**config.mk**
```make
export PLATFORM = sky130hd
export DESIGN_NAME = ps2_scancode_key_decoder_top
export DESIGN_NICKNAME = d
export VERILOG_FILES = /design/src/hdl/ps2kd_pkg.sv /design/src/hdl/ps2kd_decode.sv /design/src/hdl/ps2_scancode_key_decoder_top.sv
export SDC_FILE = /design/constraint.sdc
export NUM_CORES = 1
export LEC_CHECK = 0
export ABC_CLOCK_PERIOD_IN_PS = 6000
export BUFFER_PORTS_ARGS = -buffer_cell sky130_fd_sc_hd__buf_2
export CORE_MARGIN = 10
export CORE_UTILIZATION = 65
export CTS_CLUSTER_SIZE = 14
export DETAILED_ROUTE_END_ITERATION = 10
export GPL_TIMING_DRIVEN = 0
export PLACE_DENSITY = 0.87
export SYNTH_ARGS = -nofsm -noshare
export SYNTH_HDL_FRONTEND = slang
export SYNTH_SLANG_ARGS = --single-unit
```
**constraint.sdc**
```tcl
create_clock -name clk -period 6 [get_ports clk]
set_input_delay 0 -clock clk [delete_from_list [all_inputs] [get_ports clk]]
set_output_delay 0 -clock clk [all_outputs]
set_load 0.01 [all_outputs]
```
**src/hdl/ps2kd_pkg.sv**
```systemverilog
// ----------------------------------------------------------------------------
// ps2kd_pkg
// Shared types, codes and layout tables for the set-1 scancode key decoder.
// ----------------------------------------------------------------------------
package ps2kd_pkg;

  localparam logic [7:0] PREFIX_E0  = 8'hE0;
  localparam logic [6:0] SC_ALT     = 7'h38;
  localparam logic [6:0] SC_CTRL    = 7'h1D;
  localparam logic [6:0] SC_CAPS    = 7'h3A;
  localparam logic [6:0] SC_LSHIFT  = 7'h2A;
  localparam logic [6:0] SC_RSHIFT  = 7'h36;

  localparam logic       LAYOUT_US  = 1'b0;
  localparam logic       LAYOUT_ES  = 1'b1;

  localparam logic [1:0] SIG_NONE   = 2'd0;
  localparam logic [1:0] SIG_INTR   = 2'd1;
  localparam logic [1:0] SIG_SUSP   = 2'd2;

  localparam int unsigned NAV_COUNT = 10;

  typedef struct packed {
    logic ext;
    logic shift;
    logic altgr;
    logic caps;
    logic ctrl;
    logic alt;
  } mod_state_t;

  typedef struct packed {
    logic       event_valid;
    logic       event_pressed;
    logic [7:0] event_code;
    logic       char_valid;
    logic [7:0] char_value;
    logic       keycode_valid;
    logic [4:0] keycode;
    logic [1:0] signal_code;
    logic       ctrl_held;
    logic       alt_held;
  } key_result_t;

  localparam logic [7:0] US_PLAIN [64] = '{
    8'h00, 8'h00, 8'h31, 8'h32, 8'h33, 8'h34, 8'h35, 8'h36,
    8'h37, 8'h38, 8'h39, 8'h30, 8'h2D, 8'h3D, 8'h08, 8'h09,
    8'h71, 8'h77, 8'h65, 8'h72, 8'h74, 8'h79, 8'h75, 8'h69,
    8'h6F, 8'h70, 8'h5B, 8'h5D, 8'h0A, 8'h00, 8'h61, 8'h73,
    8'h64, 8'h66, 8'h67, 8'h68, 8'h6A, 8'h6B, 8'h6C, 8'h3B,
    8'h27, 8'h60, 8'h00, 8'h5C, 8'h7A, 8'h78, 8'h63, 8'h76,
    8'h62, 8'h6E, 8'h6D, 8'h2C, 8'h2E, 8'h2F, 8'h00, 8'h2A,
    8'h00, 8'h20, 8'h00, 8'h00, 8'h00, 8'h00, 8'h00, 8'h00
  };

  localparam logic [7:0] US_UPPER [64] = '{
    8'h00, 8'h00, 8'h21, 8'h40, 8'h23, 8'h24, 8'h25, 8'h5E,
    8'h26, 8'h2A, 8'h28, 8'h29, 8'h5F, 8'h2B, 8'h08, 8'h09,
    8'h51, 8'h57, 8'h45, 8'h52, 8'h54, 8'h59, 8'h55, 8'h49,
    8'h4F, 8'h50, 8'h7B, 8'h7D, 8'h0A, 8'h00, 8'h41, 8'h53,
    8'h44, 8'h46, 8'h47, 8'h48, 8'h4A, 8'h4B, 8'h4C, 8'h3A,
    8'h22, 8'h7E, 8'h00, 8'h7C, 8'h5A, 8'h58, 8'h43, 8'h56,
    8'h42, 8'h4E, 8'h4D, 8'h3C, 8'h3E, 8'h3F, 8'h00, 8'h2A,
    8'h00, 8'h20, 8'h00, 8'h00, 8'h00, 8'h00, 8'h00, 8'h00
  };

  localparam logic [7:0] ES_PLAIN [64] = '{
    8'h00, 8'h00, 8'h31, 8'h32, 8'h33, 8'h34, 8'h35, 8'h36,
    8'h37, 8'h38, 8'h39, 8'h30, 8'h27, 8'hA1, 8'h08, 8'h09,
    8'h71, 8'h77, 8'h65, 8'h72, 8'h74, 8'h79, 8'h75, 8'h69,
    8'h6F, 8'h70, 8'h60, 8'h2B, 8'h0A, 8'h00, 8'h61, 8'h73,
    8'h64, 8'h66, 8'h67, 8'h68, 8'h6A, 8'h6B, 8'h6C, 8'hF1,
    8'hB4, 8'hBA, 8'h00, 8'h3C, 8'h7A, 8'h78, 8'h63, 8'h76,
    8'h62, 8'h6E, 8'h6D, 8'h2C, 8'h2E, 8'h2D, 8'h00, 8'h2A,
    8'h00, 8'h20, 8'h00, 8'h00, 8'h00, 8'h00, 8'h00, 8'h00
  };

  localparam logic [7:0] ES_UPPER [64] = '{
    8'h00, 8'h00, 8'h21, 8'h22, 8'hB7, 8'h24, 8'h25, 8'h26,
    8'h2F, 8'h28, 8'h29, 8'h3D, 8'h3F, 8'hBF, 8'h08, 8'h09,
    8'h51, 8'h57, 8'h45, 8'h52, 8'h54, 8'h59, 8'h55, 8'h49,
    8'h4F, 8'h50, 8'h5E, 8'h2A, 8'h0A, 8'h00, 8'h41, 8'h53,
    8'h44, 8'h46, 8'h47, 8'h48, 8'h4A, 8'h4B, 8'h4C, 8'hD1,
    8'hA8, 8'hAA, 8'h00, 8'h3E, 8'h5A, 8'h58, 8'h43, 8'h56,
    8'h42, 8'h4E, 8'h4D, 8'h3B, 8'h3A, 8'h5F, 8'h00, 8'h2A,
    8'h00, 8'h20, 8'h00, 8'h00, 8'h00, 8'h00, 8'h00, 8'h00
  };

  localparam logic [7:0] ES_THIRD [8] = '{
    8'h00, 8'h00, 8'h7C, 8'h40, 8'h23, 8'h7E, 8'h80, 8'hAC
  };

  // navigation keys after the prefix: {hit, keycode}
  function automatic logic [5:0] nav_key(input logic [6:0] sc);
    logic [5:0] r;
    begin
      unique case (sc)
        7'h48:   r = {1'b1, 5'd0};
        7'h50:   r = {1'b1, 5'd1};
        7'h4B:   r = {1'b1, 5'd2};
        7'h4D:   r = {1'b1, 5'd3};
        7'h47:   r = {1'b1, 5'd4};
        7'h4F:   r = {1'b1, 5'd5};
        7'h49:   r = {1'b1, 5'd6};
        7'h51:   r = {1'b1, 5'd7};
        7'h52:   r = {1'b1, 5'd8};
        7'h53:   r = {1'b1, 5'd9};
        default: r = 6'd0;
      endcase
      return r;
    end
  endfunction

  // function keys f1 to f12: {hit, keycode}
  function automatic logic [5:0] fn_key(input logic [6:0] sc);
    logic [5:0] r;
    begin
      unique case (sc)
        7'h3B:   r = {1'b1, 5'(NAV_COUNT + 0)};
        7'h3C:   r = {1'b1, 5'(NAV_COUNT + 1)};
        7'h3D:   r = {1'b1, 5'(NAV_COUNT + 2)};
        7'h3E:   r = {1'b1, 5'(NAV_COUNT + 3)};
        7'h3F:   r = {1'b1, 5'(NAV_COUNT + 4)};
        7'h40:   r = {1'b1, 5'(NAV_COUNT + 5)};
        7'h41:   r = {1'b1, 5'(NAV_COUNT + 6)};
        7'h42:   r = {1'b1, 5'(NAV_COUNT + 7)};
        7'h43:   r = {1'b1, 5'(NAV_COUNT + 8)};
        7'h44:   r = {1'b1, 5'(NAV_COUNT + 9)};
        7'h57:   r = {1'b1, 5'(NAV_COUNT + 10)};
        7'h58:   r = {1'b1, 5'(NAV_COUNT + 11)};
        default: r = 6'd0;
      endcase
      return r;
    end
  endfunction

endpackage

```
**src/hdl/ps2kd_decode.sv**
```systemverilog
// ----------------------------------------------------------------------------
// ps2kd_decode
// Decode of one scancode byte against the modifier state: raw event, keycode,
// cooked character, signal code and the next modifier state.
// ----------------------------------------------------------------------------
module ps2kd_decode (
  input  logic                   layout,
  input  logic [7:0]             scan_byte,
  input  ps2kd_pkg::mod_state_t  st,
  output ps2kd_pkg::mod_state_t  st_nxt,
  output ps2kd_pkg::key_result_t res
);

  logic       pressed;
  logic [6:0] sc;
  logic [5:0] idx;
  logic       in_tab;
  logic [5:0] nav_hit;
  logic [5:0] fn_hit;
  logic       upper;
  logic [7:0] ch;
  logic       want_char;
  logic       letter;

  assign pressed = ~scan_byte[7];
  assign sc      = scan_byte[6:0];
  assign idx     = sc[5:0];
  assign in_tab  = ~sc[6];
  assign nav_hit = ps2kd_pkg::nav_key(sc);
  assign fn_hit  = ps2kd_pkg::fn_key(sc);
  assign upper   = st.shift | st.caps;

  // table lookup
  always_comb begin
    ch = 8'h00;
    if (in_tab) begin
      if (layout == ps2kd_pkg::LAYOUT_US) begin
        ch = upper ? ps2kd_pkg::US_UPPER[idx] : ps2kd_pkg::US_PLAIN[idx];
      end else if (st.altgr) begin
        ch = (idx[5:3] == 3'd0) ? ps2kd_pkg::ES_THIRD[idx[2:0]] : 8'h00;
      end else begin
        ch = upper ? ps2kd_pkg::ES_UPPER[idx] : ps2kd_pkg::ES_PLAIN[idx];
      end
    end
  end

  assign letter = ((ch >= 8'h61) && (ch <= 8'h7A)) || ((ch >= 8'h41) && (ch <= 8'h5A));

  always_comb begin
    st_nxt    = st;
    res       = '0;
    want_char = 1'b0;
    if (scan_byte == ps2kd_pkg::PREFIX_E0) begin
      st_nxt.ext = 1'b1;
    end else begin
      st_nxt.ext        = 1'b0;
      res.event_valid   = 1'b1;
      res.event_pressed = pressed;
      res.event_code    = {st.ext, sc};
      if (st.ext) begin
        if (sc == ps2kd_pkg::SC_ALT) begin
          st_nxt.altgr = pressed;
        end else if (sc == ps2kd_pkg::SC_CTRL) begin
          st_nxt.ctrl = pressed;
        end else if (pressed && nav_hit[5]) begin
          res.keycode_valid = 1'b1;
          res.keycode       = nav_hit[4:0];
        end
      end else if (sc == ps2kd_pkg::SC_LSHIFT || sc == ps2kd_pkg::SC_RSHIFT) begin
        st_nxt.shift = pressed;
      end else if (sc == ps2kd_pkg::SC_CAPS) begin
        if (pressed) begin
          st_nxt.caps = ~st.caps;
        end
      end else if (sc == ps2kd_pkg::SC_ALT) begin
        st_nxt.alt = pressed;
      end else if (sc == ps2kd_pkg::SC_CTRL) begin
        st_nxt.ctrl = pressed;
      end else if (fn_hit[5]) begin
        if (pressed) begin
          res.keycode_valid = 1'b1;
          res.keycode       = fn_hit[4:0];
        end
      end else begin
        want_char = pressed;
      end

      if (want_char && ch != 8'h00) begin
        if (st_nxt.ctrl && (ch == 8'h63 || ch == 8'h43)) begin
          res.signal_code = ps2kd_pkg::SIG_INTR;
        end else if (st_nxt.ctrl && (ch == 8'h7A || ch == 8'h5A)) begin
          res.signal_code = ps2kd_pkg::SIG_SUSP;
        end else begin
          res.char_valid = 1'b1;
          // control characters 0x01 to 0x1a
          res.char_value = (st_nxt.ctrl && letter) ? {3'b000, ch[4:0]} : ch;
        end
      end
    end
    res.ctrl_held = st_nxt.ctrl;
    res.alt_held  = st_nxt.alt;
  end

endmodule

```
**src/hdl/ps2_scancode_key_decoder_top.sv**
```systemverilog
// ----------------------------------------------------------------------------
// ps2_scancode_key_decoder_top
// Set-1 scancode decoder: prefix and modifier tracking, raw events, keycodes
// and cooked characters for the US or Spanish layout.
// ----------------------------------------------------------------------------
// an accepted item passes the input register, then the result register, before out_valid rises
// throughput: one item per cycle while out_stall is low, one result per item
// while a result waits on out_stall the input register takes one more item,
// then in_stall rises until the result goes
// reset (synchronous, rst_n low) clears the prefix and modifier state,
// empties both registers and selects the Spanish layout
module ps2_scancode_key_decoder_top (
  input  logic       clk,
  input  logic       rst_n,
  input  logic       cfg_wr_en,
  input  logic       cfg_wr_data,
  input  logic       in_valid,
  output logic       in_stall,
  input  logic [7:0] in_scan_byte,
  output logic       out_valid,
  input  logic       out_stall,
  output logic       out_event_valid,
  output logic       out_event_pressed,
  output logic [7:0] out_event_code,
  output logic       out_char_valid,
  output logic [7:0] out_char_value,
  output logic       out_keycode_valid,
  output logic [4:0] out_keycode,
  output logic [1:0] out_signal_code,
  output logic       out_ctrl_held,
  output logic       out_alt_held
);

  logic                  layout_r;
  logic                  s1_valid_r;
  logic                  s1_valid_nxt;
  logic [7:0]            s1_byte_r;
  logic                  out_valid_r;
  logic                  out_valid_nxt;
  ps2kd_pkg::key_result_t res_r;
  ps2kd_pkg::key_result_t res_nxt;
  ps2kd_pkg::mod_state_t  st_r;
  ps2kd_pkg::mod_state_t  st_nxt;
  logic                  adv;
  logic                  accept;

  assign adv      = s1_valid_r & (~out_valid_r | ~out_stall);
  assign in_stall = s1_valid_r & ~adv;
  assign accept   = in_valid & ~in_stall;

  ps2kd_decode u_decode (
    .layout    (layout_r),
    .scan_byte (s1_byte_r),
    .st        (st_r),
    .st_nxt    (st_nxt),
    .res       (res_nxt)
  );

  always_comb begin
    s1_valid_nxt  = accept | (s1_valid_r & ~adv);
    out_valid_nxt = adv | (out_valid_r & out_stall);
  end

  always_ff @(posedge clk) begin
    if (!rst_n) begin
      layout_r    <= ps2kd_pkg::LAYOUT_ES;
      s1_valid_r  <= 1'b0;
      out_valid_r <= 1'b0;
      st_r        <= '0;
    end else begin
      if (cfg_wr_en) begin
        layout_r <= cfg_wr_data;
      end
      s1_valid_r  <= s1_valid_nxt;
      out_valid_r <= out_valid_nxt;
      if (adv) begin
        st_r <= st_nxt;
      end
    end
  end

  always_ff @(posedge clk) begin
    if (accept) begin
      s1_byte_r <= in_scan_byte;
    end
    if (adv) begin
      res_r <= res_nxt;
    end
  end

  assign out_valid         = out_valid_r;
  assign out_event_valid   = res_r.event_valid;
  assign out_event_pressed = res_r.event_pressed;
  assign out_event_code    = res_r.event_code;
  assign out_char_valid    = res_r.char_valid;
  assign out_char_value    = res_r.char_value;
  assign out_keycode_valid = res_r.keycode_valid;
  assign out_keycode       = res_r.keycode;
  assign out_signal_code   = res_r.signal_code;
  assign out_ctrl_held     = res_r.ctrl_held;
  assign out_alt_held      = res_r.alt_held;

endmodule

```
==> impl_metrics.tcl <==
set metrics [dict create \
    first_global_vias 5077 \
    postRouteAntennaNets 0 \
    flow.area_growth_from_synthesis_pct 12.4 \
    rsz_0062_raised_after_global_routing "false" \
    setup.reg_to_reg.worst_slack_ps 1650 \
    clock_buffer_count_from_cts 5 \
    chipHeight_um 102 \
    finalNetCount 641 \
    ioPinCount 45 \
    dr_total_vias 5383 \
    tritoncts "built" \
    routedWlPerCell_um 25.4 \
    place.gp.congestion 1.17 \
    synth_top_flop_cell "sky130_fd_sc_hd__edfxtp_1" \
    critical_path.endpoint_type "flop" \
    worst-slew-pin-transition_ps 1210 \
    synth_sequential_area_ratio_pct 29.8 \
    hold-path-cell-count 2 \
    total_leakage_power_uw 0.00183 \
    numPlacedInstances 670 \
    portBuffers 44 \
    violations_in_the_final_reports "DRC" \
    cts.clk_slew.worst_paths_ps 110 \
    die_area_mm2 0.0103 \
    antenna_violations_before_repair 0 \
    power.net_switching_uw 321 \
    maxSlewViolCount 0 \
    first_pass_iters 11 \
    critical_path.max_fanout 10 \
    cpMaxStageDelayCell "sky130_fd_sc_hd__edfxtp_1" \
    via_per_inst 7.79 \
    r2r-end "out_char_value[4]" \
    cts_setup_buffers 0 \
    min_path_type "input port to flop" \
    critical_path_class "flop to flop" \
    status "finished with violations" \
    fin_tns_setup_ps 0 \
    cellPowerDensity_mw_per_mm2 176 \
    clock_sinks 46 \
    post_synth_num_cell_types 72 \
    setup_viol_count_final 0 \
    initial_util_pct 67.5 \
    total_power_uw 858 \
    comb_power_share_pct 32.6 \
    hold_start "in_scan_byte[4]" \
    drc 3 \
    drt_first_iter_violations 1434 \
    number_of_synthesized_flops_with_an_enable_pin 37 \
    cts-htree-levels 2 \
    fin_skew_ps 11.3 \
    power.clock.fraction_pct 24.4 \
    die_w_um 102 \
    crit_chain "clkbuf_1, inv_1, ha_1, clkbuf_1, mux2_2, o2111a_1, a311oi_1, a32oi_1, o32ai_2, a21oi_1, o32ai_2, a211oi_1" \
    core.rowCount 29 \
    cp_launch_type "flop" \
    coreArea_mm2 0.00642 \
    worst-endpoint-required_ps 6050 \
    grt_first_pass_wirelength_mm 27.0 \
    maximum_frequency_from_static_timing_analysis_mhz 230 \
    finalNonFillerCells 691 \
    clk_root_buffer_cell "sky130_fd_sc_hd__clkbuf_8" \
    syn_area_per_cell_um2 7.89 \
    timing.slew.headroom_pct 19.3 \
    postRouteWirelength_mm 17.5 \
    number_of_diodes_added_for_antenna_fixing 0 \
    critical_path.reg2reg.startpoint "s1_byte_r[1]" \
    worst_r2r_path_cells 12 \
    hold_violations 0 \
    path_buf_inv 3 \
    p_sw_share_pct 37.4 \
    holdPathEnd "s1_byte_r[4]" \
    ys_warn_count 0 \
    cts_buffer_depth 2 \
    largest_net_degree_at_the_start_of_global_routing 34 \
    cp.arrival_ps 4410 \
    p_seq_share_pct 43.0 \
    layout-drive-gt1-share_pct 13.8 \
    critPathMaxStageDelay_ps 570 \
    reported_max_cap_violation_count 0 \
    yosys_register_bits 46 \
    cp_num_cells 12 \
    track_usage_pct 33.2 \
    min_period_ps 4350 \
    cell_internal_power_dissipation_uw 537 \
    critPathTopFamily "compound AO/OA/AOI/OAI gates" \
    synthArstFlopShare_pct 0 \
    period_share_pct 72.6 \
    global_route_congestion_overflow_total 0 \
    vdd_drop_max_mv 0.140 \
    synthesis.area_mm2 0.00433 \
    netlist_instances 549 \
    place.detailed.hpwl_mm 12.1 \
    synth_nets 577 \
    insertion_delay_ps 320 \
]
## final cells by class
type	instances	area (um^2)
plain buffers	50	274
clock buffers	5	68.8
clock inverters	3	23.8
fillers	460	1550
inverters	19	71.3
multi-input cells	434	2700
flip-flops and latches	46	1290
well taps	77	96.3
repair buffers	57	350
## placed cells by master (no fill, tap or decap), types with 5 or more instances in the layout
| cell type | n |
|---|---|
| sky130_fd_sc_hd__a21o_1 | 6 |
| sky130_fd_sc_hd__clkbuf_8 | 5 |
| sky130_fd_sc_hd__a221oi_1 | 6 |
| sky130_fd_sc_hd__inv_1 | 19 |
| sky130_fd_sc_hd__or3_1 | 5 |
| sky130_fd_sc_hd__nand2b_1 | 21 |
| sky130_fd_sc_hd__dlygate4sd3_1 | 13 |
| sky130_fd_sc_hd__nand2_1 | 45 |
| sky130_fd_sc_hd__and2_1 | 6 |
| sky130_fd_sc_hd__dfxtp_1 | 9 |
| sky130_fd_sc_hd__edfxtp_1 | 37 |
| sky130_fd_sc_hd__o21ai_0 | 33 |
| sky130_fd_sc_hd__ha_1 | 14 |
| sky130_fd_sc_hd__a211oi_1 | 10 |
| sky130_fd_sc_hd__o22ai_1 | 6 |
| sky130_fd_sc_hd__o211ai_1 | 9 |
| sky130_fd_sc_hd__clkbuf_1 | 27 |
| sky130_fd_sc_hd__o221ai_1 | 6 |
| sky130_fd_sc_hd__nor2b_1 | 17 |
| sky130_fd_sc_hd__buf_2 | 56 |
| sky130_fd_sc_hd__a21oi_1 | 47 |
| sky130_fd_sc_hd__a31oi_1 | 11 |
| sky130_fd_sc_hd__mux2i_1 | 9 |
| sky130_fd_sc_hd__nand3_1 | 23 |
| sky130_fd_sc_hd__nor4_1 | 5 |
| sky130_fd_sc_hd__and3_1 | 6 |
| sky130_fd_sc_hd__nor2_1 | 56 |
| sky130_fd_sc_hd__nor3_1 | 15 |
## how the worst max path moves through the flow
| stage | from | endpoint | slack [ps] |
|---|---|---|---|
| global placement | s1_byte_r[1] | out_char_value[4] | 1940 |
| detailed placement | s1_byte_r[1] | out_char_value[4] | 1880 |
| finish | s1_byte_r[1] | out_char_value[4] | 1650 |
| global route | s1_byte_r[0] | out_char_value[4] | 1580 |
| floorplan | s1_byte_r[1] | out_char_value[3] | 2680 |
| CTS | s1_byte_r[1] | out_char_value[4] | 1870 |
## repair_timing
action / CTS / global route
hold buffers: 13 / 0
resized for setup: 0 / 0
endpoints found under the hold margin: 15 / 0
## kinds of logic after synthesis
kind of cell / Yosys count / synth area share (%)
compound gates: 191 / 30.3
xor+xnor: 1 / 0.202
fa+ha+maj: 14 / 4.04
buf+inv: 69 / 7.97
flops: 46 / 29.8
mux: 11 / 2.86
simple gates: 217 / 24.8
## state kept, by name, indices dropped and copies added (netlist names)
name / cells
out_event_pressed: 1
out_alt_held: 1
s1_byte_r: 8
out_valid: 1
s1_valid_r: 1
out_event_code: 8
st_r: 6
out_keycode_valid: 1
out_signal_code: 2
out_char_value: 8
out_event_valid: 1
out_keycode: 5
out_ctrl_held: 1
out_char_valid: 1
layout_r: 1
## routing by layer
metal  wire length [um]  global-route usage, %
met5                  0                      0
met4               1560                   21.6
met3               3000                   14.9
met2               7010                   47.2
met1               5950                   39.7
## cells in the mapped netlist (5+ instances only)
cell type                  number  area, um^2
sky130_fd_sc_hd__inv_1         19        71.3
sky130_fd_sc_hd__o211ai_1       9        67.6
sky130_fd_sc_hd__a221oi_1       6        52.6
sky130_fd_sc_hd__a21oi_1       47         235
sky130_fd_sc_hd__and2_1         6        37.5
sky130_fd_sc_hd__buf_2         12        60.1
sky130_fd_sc_hd__a21o_1         6        45.0
sky130_fd_sc_hd__nor2b_1       17         106
sky130_fd_sc_hd__nor3_1        15        75.1
sky130_fd_sc_hd__and3_1         6        37.5
sky130_fd_sc_hd__nand2b_1      21         131
sky130_fd_sc_hd__o21ai_0       33         165
sky130_fd_sc_hd__ha_1          14         175
sky130_fd_sc_hd__o221ai_1       6        52.6
sky130_fd_sc_hd__clkbuf_1      27         101
sky130_fd_sc_hd__nor4_1         5        31.3
sky130_fd_sc_hd__o22ai_1        6        37.5
sky130_fd_sc_hd__or3_1          5        31.3
sky130_fd_sc_hd__nor2_1        56         210
sky130_fd_sc_hd__dfxtp_1        9         180
sky130_fd_sc_hd__edfxtp_1      37        1110
sky130_fd_sc_hd__mux2i_1        9        90.1
sky130_fd_sc_hd__nand2_1       45         169
sky130_fd_sc_hd__nand3_1       23         115
sky130_fd_sc_hd__a31oi_1       11        68.8
sky130_fd_sc_hd__a211oi_1      10        75.1
## power groups by stage
stage	Combinational (uW)	Clock (uW)	Sequential, uW
3_5_place_dp	251	0	376
4_1_cts	259	203	368
6_report	279	210	369
2_1_floorplan	171	0	379
3_3_place_gp	248	0	375
5_1_grt	291	211	370
## metrics by stage
| stage | setup WS [ps] | hold slack, ps | instance area (um^2) | utilization (%) |
|---|---|---|---|---|
| finish | 1650 | 400 | 4870 | 75.9 |
| global route | 1580 | 403 | 4870 | 75.9 |
| CTS | 1870 | 397 | 4870 | 75.9 |
| detailed placement | 1880 | 179 | 4650 | 72.4 |
| global placement | 1940 | 178 | 4650 | 72.4 |
| floorplan | 2680 | 98.6 | 4330 | - |
Power figures use the tool's default switching activity.
